===== src/rtl/mbe_pkg.sv =====
// Shared types and constants for the Mandelbrot escape-test unit.
package mbe_pkg;

  // Fixed widths of the request fields and configuration registers.
  localparam int IN_W      = 32;
  localparam int ITER_W    = 16;
  localparam int RADIUS_W  = 11;
  localparam int CFG_W     = 16;
  localparam int CFG_IDX_W = 1;

  // Register indexes on the configuration port.
  localparam logic [CFG_IDX_W-1:0] CFG_MAX_ITER = 1'b0;
  localparam logic [CFG_IDX_W-1:0] CFG_RADIUS   = 1'b1;

  // Register values after reset.
  localparam logic [ITER_W-1:0]   MAX_ITER_RST = 16'd1000;
  localparam logic [RADIUS_W-1:0] RADIUS_RST   = 11'd1000;

  // Sequencer states.
  typedef enum logic [3:0] {
    ST_IDLE,
    ST_THR,
    ST_THR_CAP,
    ST_PROD,
    ST_DIFF,
    ST_NEXTZ,
    ST_MAG,
    ST_SQ_A,
    ST_SQ_B,
    ST_TEST
  } state_t;

  // Operand pair fed to the shared multiplier.
  typedef enum logic [1:0] {
    OP_RADIUS,
    OP_ZR_SQ,
    OP_ZI_SQ,
    OP_CROSS
  } op_sel_t;

  // Weight of a partial product before it joins the accumulator.
  typedef enum logic [1:0] {
    SH_NONE,
    SH_HALF,
    SH_HALF_DBL,
    SH_FULL
  } shift_t;

  // Control word from the sequencer to the datapath.
  typedef struct packed {
    op_sel_t op_sel;
    logic    a_hi;
    logic    b_hi;
    shift_t  shift;
    logic    acc_en;
    logic    acc_clr;
    logic    load;
    logic    cap_rsq;
    logic    cap_a;
    logic    cap_b;
    logic    do_diff;
    logic    do_nextz;
    logic    do_mag;
  } mbe_ctl_t;

endpackage


===== src/rtl/mandelbrot_escape_test_unit.sv =====
// Top level of the Mandelbrot escape-test unit: ports, registers and datapath.
//
// Usage: raise start with a point c on in_point_re / in_point_im (signed,
// FRAC_BITS fraction bits) while busy is low; the request is taken at that
// clock edge. Starting from z = 0 the unit repeats z = z*z + c and stops
// when re^2 + im^2 exceeds the square of the configured radius, or after
// max_iterations iterations. One result follows each request: out_valid is
// high for exactly one cycle with out_escaped beside it.
// Timing: each iteration runs on the single half-width multiplier (four
// partial products for re*im, three for each square, plus the update,
// magnitude and compare steps). busy falls in the strobe cycle, so a new
// request may be taken then; no new point is taken while one is in work.
// Configuration: cfg_we writes cfg_wdata to register cfg_index (0: iteration
// limit, 1: radius) at once; write only while busy is low.
// Reset: synchronous active-low rst_n returns to idle, with an iteration
// limit of 1000 and a radius of 1000. The receiver has no stall.
module mandelbrot_escape_test_unit import mbe_pkg::*; #(
  parameter int FRAC_BITS = 20
) (
  input  logic                 clk,
  input  logic                 rst_n,
  input  logic                 start,
  output logic                 busy,
  input  logic signed [IN_W-1:0] in_point_re,
  input  logic signed [IN_W-1:0] in_point_im,
  output logic                 out_valid,
  output logic                 out_escaped,
  input  logic                 cfg_we,
  input  logic [CFG_IDX_W-1:0] cfg_index,
  input  logic [CFG_W-1:0]     cfg_wdata
);

  // Magnitude width of z: bounded by radius^2 scaled, plus the point itself.
  localparam int MAG_BITS = 2 * RADIUS_W + FRAC_BITS;
  localparam int ZW       = ((MAG_BITS > IN_W - 1) ? MAG_BITS : IN_W - 1) + 1;
  localparam int HW       = (ZW + 1) / 2;
  localparam int ACC_W    = 2 * ZW;
  localparam int RSQ_W    = 2 * RADIUS_W;

  mbe_ctl_t ctl;
  logic     gt;

  logic [ITER_W-1:0]   max_iter_r;
  logic [ITER_W-1:0]   max_iter_nxt;
  logic [RADIUS_W-1:0] radius_r;
  logic [RADIUS_W-1:0] radius_nxt;

  logic signed [IN_W-1:0] cr_r, cr_nxt;
  logic signed [IN_W-1:0] ci_r, ci_nxt;
  logic signed [ZW:0]     zr_r, zr_nxt;
  logic signed [ZW:0]     zi_r, zi_nxt;
  logic [ZW-1:0]          ur_r, ur_nxt;
  logic [ZW-1:0]          ui_r, ui_nxt;
  logic [ACC_W-1:0]       a_r, a_nxt;
  logic [ACC_W-1:0]       b_r, b_nxt;
  logic [ACC_W-1:0]       dmag_r, dmag_nxt;
  logic                   dneg_r, dneg_nxt;
  logic [RSQ_W-1:0]       rsq_r, rsq_nxt;

  logic [ACC_W-1:0]   acc;
  logic [ZW-1:0]      sel_a;
  logic [ZW-1:0]      sel_b;
  logic [HW-1:0]      op_a;
  logic [HW-1:0]      op_b;
  logic [ACC_W:0]     a_minus_b;
  logic [ACC_W:0]     b_minus_a;
  logic [ACC_W:0]     mod_sum;
  logic [ACC_W:0]     thr_ext;
  logic [ZW-1:0]      quo_re;
  logic [ZW-1:0]      quo_im;
  logic signed [ZW:0] cr_ext;
  logic signed [ZW:0] ci_ext;
  logic signed [ZW:0] re_term;
  logic signed [ZW:0] im_term;
  logic               im_neg;
  logic signed [ZW:0] zr_neg;
  logic signed [ZW:0] zi_neg;

  // Configuration registers.
  always_comb begin
    max_iter_nxt = max_iter_r;
    radius_nxt   = radius_r;
    if (cfg_we) begin
      unique case (cfg_index)
        CFG_MAX_ITER: max_iter_nxt = cfg_wdata[ITER_W-1:0];
        CFG_RADIUS:   radius_nxt   = cfg_wdata[RADIUS_W-1:0];
        default:      max_iter_nxt = max_iter_r;
      endcase
    end
  end

  always_ff @(posedge clk) begin
    if (!rst_n) begin
      max_iter_r <= MAX_ITER_RST;
      radius_r   <= RADIUS_RST;
    end else begin
      max_iter_r <= max_iter_nxt;
      radius_r   <= radius_nxt;
    end
  end

  // Sequencer.
  mbe_ctrl u_ctrl (
    .clk         (clk),
    .rst_n       (rst_n),
    .start       (start),
    .max_iter    (max_iter_r),
    .gt          (gt),
    .busy        (busy),
    .ctl         (ctl),
    .out_valid   (out_valid),
    .out_escaped (out_escaped)
  );

  // Operand selection and half-word split for the shared multiplier.
  always_comb begin
    unique case (ctl.op_sel)
      OP_RADIUS: begin
        sel_a = ZW'(radius_r);
        sel_b = ZW'(radius_r);
      end
      OP_ZR_SQ: begin
        sel_a = ur_r;
        sel_b = ur_r;
      end
      OP_ZI_SQ: begin
        sel_a = ui_r;
        sel_b = ui_r;
      end
      default: begin
        sel_a = ur_r;
        sel_b = ui_r;
      end
    endcase
    op_a = ctl.a_hi ? HW'(sel_a[ZW-1:HW]) : sel_a[HW-1:0];
    op_b = ctl.b_hi ? HW'(sel_b[ZW-1:HW]) : sel_b[HW-1:0];
  end

  mbe_mac #(
    .HALF_W (HW),
    .ACC_W  (ACC_W)
  ) u_mac (
    .clk   (clk),
    .en    (ctl.acc_en),
    .clr   (ctl.acc_clr),
    .shift (ctl.shift),
    .op_a  (op_a),
    .op_b  (op_b),
    .acc   (acc)
  );

  // Escape test: re^2 (held) plus im^2 (in the accumulator) against R^2.
  assign mod_sum = {1'b0, a_r} + {1'b0, acc};
  assign thr_ext = (ACC_W + 1)'(rsq_r) << (2 * FRAC_BITS);
  assign gt      = (mod_sum > thr_ext);

  // Difference of squares, kept as sign and magnitude.
  assign a_minus_b = {1'b0, a_r} - {1'b0, b_r};
  assign b_minus_a = {1'b0, b_r} - {1'b0, a_r};

  // Scaled terms of the update; both round toward zero.
  assign quo_re  = dmag_r[FRAC_BITS +: ZW];
  assign quo_im  = acc[FRAC_BITS - 1 +: ZW];
  assign cr_ext  = {{(ZW + 1 - IN_W){cr_r[IN_W-1]}}, cr_r};
  assign ci_ext  = {{(ZW + 1 - IN_W){ci_r[IN_W-1]}}, ci_r};
  assign re_term = $signed({1'b0, quo_re});
  assign im_term = $signed({1'b0, quo_im});
  assign im_neg  = zr_r[ZW] ^ zi_r[ZW];
  assign zr_neg  = -zr_r;
  assign zi_neg  = -zi_r;

  // Datapath register updates.
  always_comb begin
    cr_nxt   = cr_r;
    ci_nxt   = ci_r;
    zr_nxt   = zr_r;
    zi_nxt   = zi_r;
    ur_nxt   = ur_r;
    ui_nxt   = ui_r;
    a_nxt    = a_r;
    b_nxt    = b_r;
    dmag_nxt = dmag_r;
    dneg_nxt = dneg_r;
    rsq_nxt  = rsq_r;
    if (ctl.load) begin
      cr_nxt = in_point_re;
      ci_nxt = in_point_im;
      zr_nxt = '0;
      zi_nxt = '0;
      ur_nxt = '0;
      ui_nxt = '0;
      a_nxt  = '0;
      b_nxt  = '0;
    end
    if (ctl.cap_rsq) begin
      rsq_nxt = acc[RSQ_W-1:0];
    end
    if (ctl.cap_a) begin
      a_nxt = acc;
    end
    if (ctl.cap_b) begin
      b_nxt = acc;
    end
    if (ctl.do_diff) begin
      dneg_nxt = a_minus_b[ACC_W];
      dmag_nxt = a_minus_b[ACC_W] ? b_minus_a[ACC_W-1:0] : a_minus_b[ACC_W-1:0];
    end
    if (ctl.do_nextz) begin
      zr_nxt = dneg_r ? (cr_ext - re_term) : (cr_ext + re_term);
      zi_nxt = im_neg ? (ci_ext - im_term) : (ci_ext + im_term);
    end
    if (ctl.do_mag) begin
      ur_nxt = zr_r[ZW] ? zr_neg[ZW-1:0] : zr_r[ZW-1:0];
      ui_nxt = zi_r[ZW] ? zi_neg[ZW-1:0] : zi_r[ZW-1:0];
    end
  end

  always_ff @(posedge clk) begin
    cr_r   <= cr_nxt;
    ci_r   <= ci_nxt;
    zr_r   <= zr_nxt;
    zi_r   <= zi_nxt;
    ur_r   <= ur_nxt;
    ui_r   <= ui_nxt;
    a_r    <= a_nxt;
    b_r    <= b_nxt;
    dmag_r <= dmag_nxt;
    dneg_r <= dneg_nxt;
    rsq_r  <= rsq_nxt;
  end

endmodule


===== src/rtl/mbe_mac.sv =====
// Shared half-width multiplier with a shifting accumulator for wide products.
module mbe_mac import mbe_pkg::*; #(
  parameter int HALF_W = 22,
  parameter int ACC_W  = 86
) (
  input  logic              clk,
  input  logic              en,
  input  logic              clr,
  input  shift_t            shift,
  input  logic [HALF_W-1:0] op_a,
  input  logic [HALF_W-1:0] op_b,
  output logic [ACC_W-1:0]  acc
);

  logic [2*HALF_W-1:0] pp;
  logic [ACC_W-1:0]    pp_ext;
  logic [ACC_W-1:0]    pp_sh;
  logic [ACC_W-1:0]    acc_r;
  logic [ACC_W-1:0]    acc_nxt;

  // One partial product per cycle; it joins the sum only while en is high.
  assign pp     = op_a * op_b;
  assign pp_ext = ACC_W'(pp);

  // Place the partial product at its weight.
  always_comb begin
    unique case (shift)
      SH_NONE:     pp_sh = pp_ext;
      SH_HALF:     pp_sh = pp_ext << HALF_W;
      SH_HALF_DBL: pp_sh = pp_ext << (HALF_W + 1);
      SH_FULL:     pp_sh = pp_ext << (2 * HALF_W);
      default:     pp_sh = pp_ext;
    endcase
  end

  // Start a new sum or add to the running one.
  always_comb begin
    acc_nxt = acc_r;
    if (en) begin
      acc_nxt = (clr ? '0 : acc_r) + pp_sh;
    end
  end

  always_ff @(posedge clk) begin
    acc_r <= acc_nxt;
  end

  assign acc = acc_r;

endmodule


===== src/rtl/mbe_ctrl.sv =====
// Sequencer that steps the shared multiplier through each escape iteration.
module mbe_ctrl import mbe_pkg::*; (
  input  logic              clk,
  input  logic              rst_n,
  input  logic              start,
  input  logic [ITER_W-1:0] max_iter,
  input  logic              gt,
  output logic              busy,
  output mbe_ctl_t          ctl,
  output logic              out_valid,
  output logic              out_escaped
);

  state_t            state_r;
  state_t            state_nxt;
  logic [1:0]        step_r;
  logic [1:0]        step_nxt;
  logic [ITER_W-1:0] iter_r;
  logic [ITER_W-1:0] iter_nxt;
  logic              valid_r;
  logic              valid_nxt;
  logic              esc_r;
  logic              esc_nxt;
  logic              last_iter;

  assign last_iter = ((iter_r + ITER_W'(1)) == max_iter);

  // Next state.
  always_comb begin
    state_nxt = state_r;
    unique case (state_r)
      ST_IDLE:    if (start) state_nxt = ST_THR;
      ST_THR:     state_nxt = ST_THR_CAP;
      ST_THR_CAP: state_nxt = (max_iter == '0) ? ST_IDLE : ST_PROD;
      ST_PROD:    if (step_r == 2'd3) state_nxt = ST_DIFF;
      ST_DIFF:    state_nxt = ST_NEXTZ;
      ST_NEXTZ:   state_nxt = ST_MAG;
      ST_MAG:     state_nxt = ST_SQ_A;
      ST_SQ_A:    if (step_r == 2'd2) state_nxt = ST_SQ_B;
      ST_SQ_B:    if (step_r == 2'd2) state_nxt = ST_TEST;
      ST_TEST:    state_nxt = (gt || last_iter) ? ST_IDLE : ST_PROD;
      default:    state_nxt = ST_IDLE;
    endcase
  end

  // Partial-product step counter and iteration counter.
  always_comb begin
    step_nxt = 2'd0;
    iter_nxt = iter_r;
    unique case (state_r)
      ST_PROD:    step_nxt = step_r + 2'd1;
      ST_SQ_A,
      ST_SQ_B:    step_nxt = (step_r == 2'd2) ? 2'd0 : step_r + 2'd1;
      ST_THR_CAP: iter_nxt = '0;
      ST_TEST:    if (!gt && !last_iter) iter_nxt = iter_r + ITER_W'(1);
      default:    step_nxt = 2'd0;
    endcase
  end

  // Result strobe and flag.
  always_comb begin
    valid_nxt = ((state_r == ST_THR_CAP) && (max_iter == '0)) ||
                ((state_r == ST_TEST) && (gt || last_iter));
    esc_nxt   = valid_nxt ? ((state_r == ST_TEST) && gt) : esc_r;
  end

  // Control word for the datapath.
  always_comb begin
    ctl = '0;
    ctl.op_sel = OP_RADIUS;
    ctl.shift  = SH_NONE;
    unique case (state_r)
      ST_IDLE: begin
        ctl.load = start;
      end
      ST_THR: begin
        ctl.acc_en  = 1'b1;
        ctl.acc_clr = 1'b1;
      end
      ST_THR_CAP: begin
        ctl.cap_rsq = 1'b1;
      end
      ST_PROD: begin
        ctl.op_sel = OP_CROSS;
        ctl.acc_en = 1'b1;
        unique case (step_r)
          2'd0: ctl.acc_clr = 1'b1;
          2'd1: begin
            ctl.b_hi  = 1'b1;
            ctl.shift = SH_HALF;
          end
          2'd2: begin
            ctl.a_hi  = 1'b1;
            ctl.shift = SH_HALF;
          end
          default: begin
            ctl.a_hi  = 1'b1;
            ctl.b_hi  = 1'b1;
            ctl.shift = SH_FULL;
          end
        endcase
      end
      ST_DIFF:  ctl.do_diff  = 1'b1;
      ST_NEXTZ: ctl.do_nextz = 1'b1;
      ST_MAG:   ctl.do_mag   = 1'b1;
      ST_SQ_A, ST_SQ_B: begin
        ctl.op_sel = (state_r == ST_SQ_A) ? OP_ZR_SQ : OP_ZI_SQ;
        ctl.acc_en = 1'b1;
        unique case (step_r)
          2'd0: begin
            ctl.a_hi    = 1'b1;
            ctl.b_hi    = 1'b1;
            ctl.shift   = SH_FULL;
            ctl.acc_clr = 1'b1;
            ctl.cap_a   = (state_r == ST_SQ_B);
          end
          2'd1: begin
            ctl.a_hi  = 1'b1;
            ctl.shift = SH_HALF_DBL;
          end
          default: ctl.shift = SH_NONE;
        endcase
      end
      ST_TEST: ctl.cap_b = 1'b1;
      default: ctl.load = 1'b0;
    endcase
  end

  always_ff @(posedge clk) begin
    if (!rst_n) begin
      state_r <= ST_IDLE;
      step_r  <= 2'd0;
      iter_r  <= '0;
      valid_r <= 1'b0;
    end else begin
      state_r <= state_nxt;
      step_r  <= step_nxt;
      iter_r  <= iter_nxt;
      valid_r <= valid_nxt;
    end
  end

  always_ff @(posedge clk) begin
    esc_r <= esc_nxt;
  end

  assign busy        = (state_r != ST_IDLE);
  assign out_valid   = valid_r;
  assign out_escaped = esc_r;

`ifndef SYNTHESIS
  // A result strobe lasts one cycle only.
  a_strobe_single: assert property (@(posedge clk) disable iff (!rst_n)
    valid_r |=> !valid_r)
    else $error("result strobe held for more than one cycle");

  // An accepted request starts with the threshold product.
  a_start_thr: assert property (@(posedge clk) disable iff (!rst_n)
    (start && (state_r == ST_IDLE)) |=> (state_r == ST_THR))
    else $error("accepted request did not start the sequence");

  // No iteration runs past the limit.
  a_iter_bound: assert property (@(posedge clk) disable iff (!rst_n)
    (state_r == ST_PROD) |-> (iter_r < max_iter))
    else $error("iteration count reached the limit while iterating");

  // Results come only from the test step or an empty iteration limit.
  a_strobe_src: assert property (@(posedge clk) disable iff (!rst_n)
    valid_r |-> (($past(state_r) == ST_TEST) || ($past(state_r) == ST_THR_CAP)))
    else $error("result strobe from an unexpected state");
`endif

endmodule

===== config.mk =====
export PLATFORM = sky130hd
export DESIGN_NAME = mandelbrot_escape_test_unit
export DESIGN_NICKNAME = d
export VERILOG_FILES = /design/src/rtl/mbe_pkg.sv /design/src/rtl/mandelbrot_escape_test_unit.sv /design/src/rtl/mbe_mac.sv /design/src/rtl/mbe_ctrl.sv
export SDC_FILE = /design/constraint.sdc
export NUM_CORES = 2
export LEC_CHECK = 0
export BUFFER_PORTS_ARGS = -buffer_cell sky130_fd_sc_hd__buf_2
export CORE_MARGIN = 5
export CORE_UTILIZATION = 40
export CTS_CLUSTER_SIZE = 30
export DETAILED_ROUTE_END_ITERATION = 16
export GPL_ROUTABILITY_DRIVEN = 0
export PLACE_DENSITY_LB_ADDON = 0.3
export REMOVE_ABC_BUFFERS = 1
export SYNTH_ARGS = -nofsm -noshare
export SYNTH_HDL_FRONTEND = slang
export SYNTH_SLANG_ARGS = --single-unit

===== constraint.sdc =====
create_clock -name clk -period 32.6 [get_ports clk]
set_clock_uncertainty 0.15 [all_clocks]
set_input_delay 4.89 -clock clk [delete_from_list [all_inputs] [get_ports clk]]
set_output_delay 4.89 -clock clk [all_outputs]
set_load 0.02 [all_outputs]

==> run_results.csv <==
group,metric,value,unit
global_routing,grt_max_degree,109,
finish,fillers,16100,
sta,finalSetupViolations,0,
sta,setup_ws,16.28,ns
clocking,cts_resized,0,
critical_path,regToRegSetupSlack,16.28,ns
sta,worst_slew_pin_slew,1.35,ns
sta,rsz0062_at_grt,"false",
sta,slew_headroom,0.0995,
clocking,cts.sinks,613,
global_routing,globalRouteOverflowTotal,0,
clocking,cts_hold_buf,0,
floorplan,die_area,173000,µm²
sta,timing.fmax,61.3,MHz
logic_synthesis,async_flop_share,0,
floorplan,initial_utilization,0.401,
route,drt_iter0_drc,6733,
route,wl,228,mm
clocking,cts_tree,"yes",
floorplan,die_x,416,µm
logic_synthesis,synthCells,7589,
global_routing,grt_pass1_vias,55400,
sta,whs,0.341,ns
logic_synthesis,synth_ff_type,"edfxtp_1",
sta,finalCriticalPeriod,16.32,ns
finish,multi_input_area,44000,µm²
route,num_vias,57700,
logic_synthesis,synth_fa_ha_area_frac,0.235,
placed_design,place_ws,16.85,ns
logic_synthesis,synth_edf_count,563,
floorplan,row_count,149,
sta,fin_crit_sh,0.500,
critical_path,criticalPathCategory,"reg2reg",
clocking,root_buffer,"clkbuf_16",
finish,drive_gt1_frac,0.0551,
critical_path,end_kind,"flop",
placed_design,io_buffers,87,
clocking,path_clk_slew,0.06,ns
logic_synthesis,yosys.area_share.simple,0.177,
critical_path,cp_max_fo,32,
clocking,post_cts_buffers,0,
logic_synthesis,synth_area,65900,µm²
logic_synthesis,synth-seq-cells,613,
critical_path,worst_path_most_repeated_cell,"fa_1",
critical_path,worst_setup_path_start_kind,"flop",
critical_path,cpPeakStageDelay,1.07,ns
logic_synthesis,synth_compound_area_frac,0.182,
global_routing,antenna_found_initial,10,
logic_synthesis,synth_xor_area_frac,0.0642,
floorplan,die_h,416,µm
finish,final_cell_mix,"785 x nor2_1, 740 x inv_1, 690 x nand2_1, 597 x a21oi_1, 594 x ha_1",
finish,synthToLayoutAreaGrowth,8.37,%
worst_hold_path,hp-class,"reg2reg",
logic_synthesis,synth_top_family_by_area,"adder cells",
finish,nNetsFinal,8584,
critical_path,cp.required,32.87,ns
critical_path,cp_num_buf_inv,7,
logic_synthesis,postSynthAreaPerCell,8.68,µm²
finish,regArea,17900,µm²
clocking,clk_path_buf_depth,3,
sta,finalHoldViolations,0,
clocking,numCtsBuffers,76,
floorplan,ios,88,
route,avgViaCountPerCell,5.92,
global_routing,grt_use_total,0.254,
critical_path,critPathArrivalTime,16.58,ns
finish,fin_area,71400,µm²
logic_synthesis,yosys_warnings,0,
critical_path,cp_top_family,"compound AO/OA/AOI/OAI gates",
route,ant_nets,0,
sta,drv_slew,0,
critical_path,critical_path.slowest_cell,"a21oi_2",
route,dr.pass1.iters,8,
placed_design,placed_area,68700,µm²
logic_synthesis,synthMuxAreaShare,0.00779,
job,maxCapViolations,0,
clocking,clock_latency,0.70,ns
logic_synthesis,yosysSeqAreaShare,0.272,
floorplan,coreArea,164000,µm²
global_routing,grt_pass1_wl,341,mm
run_status,status,"finished, final reports clean",
route,wl_per_cell,23.3,µm
logic_synthesis,synth.distinct_cells,87,
clocking,cts_max_level,3,
finish,layout_commonest_cell,"nor2_1",
route,drc,0,
placed_design,dp_hpwl,183,mm
sta,timing.setup.tns,0,ns
-- flip-flops by register name, indices dropped and copies added, names as in the netlist, 32 cells and up --
| register | flops |
|---|---|
| a_r | 86 |
| b_r | 86 |
| u_mac.acc | 86 |
| zi_r | 44 |
| zr_r | 44 |
| dmag_r | 43 |
| ui_r | 43 |
| ur_r | 43 |
| ci_r | 32 |
| cr_r | 32 |
-- metrics by stage --
step	util	cells
global route	0.434	9753
floorplan	-	7235
CTS	0.434	9752
detailed placement	0.418	9614
finish	0.434	9753
global placement	0.418	9614
-- path summary, 6_finish.rpt --
| check | from | end | cells past startpoint |
|---|---|---|---|
| worst min register to register | max_iter_r[4] | max_iter_r[4] | 2 |
| worst max register to register | u_ctrl.state_r[1] | u_mac.acc[85] | 47 |
| worst max-delay path | u_ctrl.state_r[1] | u_mac.acc[85] | 47 |
| worst min-delay path | max_iter_r[4] | max_iter_r[4] | 2 |
-- synth_stat cells (13+ instances only) --
cell | count | area share
o21bai_1 | 101 | 0.012
o21a_1 | 80 | 0.0091
or4_1 | 24 | 0.0027
or2_2 | 21 | 0.0020
a2111oi_0 | 16 | 0.0021
dfxtp_1 | 50 | 0.015
o41ai_1 | 22 | 0.0029
and3_1 | 219 | 0.021
a21o_1 | 241 | 0.027
or3_1 | 44 | 0.0042
o31ai_1 | 64 | 0.0073
nor4_1 | 42 | 0.0040
clkbuf_1 | 343 | 0.020
and2_1 | 142 | 0.013
nor3_1 | 91 | 0.0069
nand3_1 | 108 | 0.0082
nor2_1 | 787 | 0.045
xor2_1 | 226 | 0.030
edfxtp_1 | 563 | 0.26
a221oi_1 | 20 | 0.0027
a21boi_0 | 18 | 0.0021
nand2b_1 | 55 | 0.0052
nand4_1 | 113 | 0.011
a221o_1 | 15 | 0.0023
and4_1 | 13 | 0.0017
mux2i_1 | 40 | 0.0061
a31oi_1 | 57 | 0.0054
xnor2_1 | 257 | 0.034
nand2_1 | 694 | 0.040
o221ai_1 | 13 | 0.0017
o31a_1 | 13 | 0.0017
o211ai_1 | 45 | 0.0051
inv_1 | 741 | 0.042
ha_1 | 595 | 0.11
fa_1 | 401 | 0.12
a21oi_1 | 605 | 0.046
a211oi_1 | 46 | 0.0052
nor2b_1 | 61 | 0.0058
o21ai_0 | 371 | 0.028
o22ai_1 | 19 | 0.0018
-- cell type report --
| cell class | instances | share of cell area |
|---|---|---|
| diodes | 1 | 0.0000351 |
| clock buffers | 86 | 0.0276 |
| clock inverters | 52 | 0.0103 |
| inverters | 742 | 0.0390 |
| multi-input cells | 5880 | 0.617 |
| flip-flops and latches | 613 | 0.251 |
| well taps | 2189 | 0.0384 |
| repair buffers | 190 | 0.0169 |
-- routing by layer --
metal	share of wire	vias to the layer above	wire, µm	global-route usage
li1	-	26300	-	-
met1	0.40	28000	91000	0.330
met2	0.44	2855	101000	0.402
met3	0.093	572	21100	0.0505
met4	0.065	4	14800	0.135
met5	0.00012	-	27	0
-- tightest hold or removal path: stages, from the launching register on --
cell	delay, ns
dfxtp_1	0.33
nand2_1	0.06
a21oi_1	0.05
-- cells by family (layout without fill, tap and decap cells) --
group	Yosys count	count (layout)
simple gates	2465	2465
compound gates	1886	1886
flops	613	613
buf+inv	1096	1070
xor+xnor	483	483
mux	50	50
other cells	0	1
fa+ha+maj	996	996
Power is left out: the tool's default activity adds up to more than one toggle a clock period on the data nets, which glitch-free logic cannot reach.
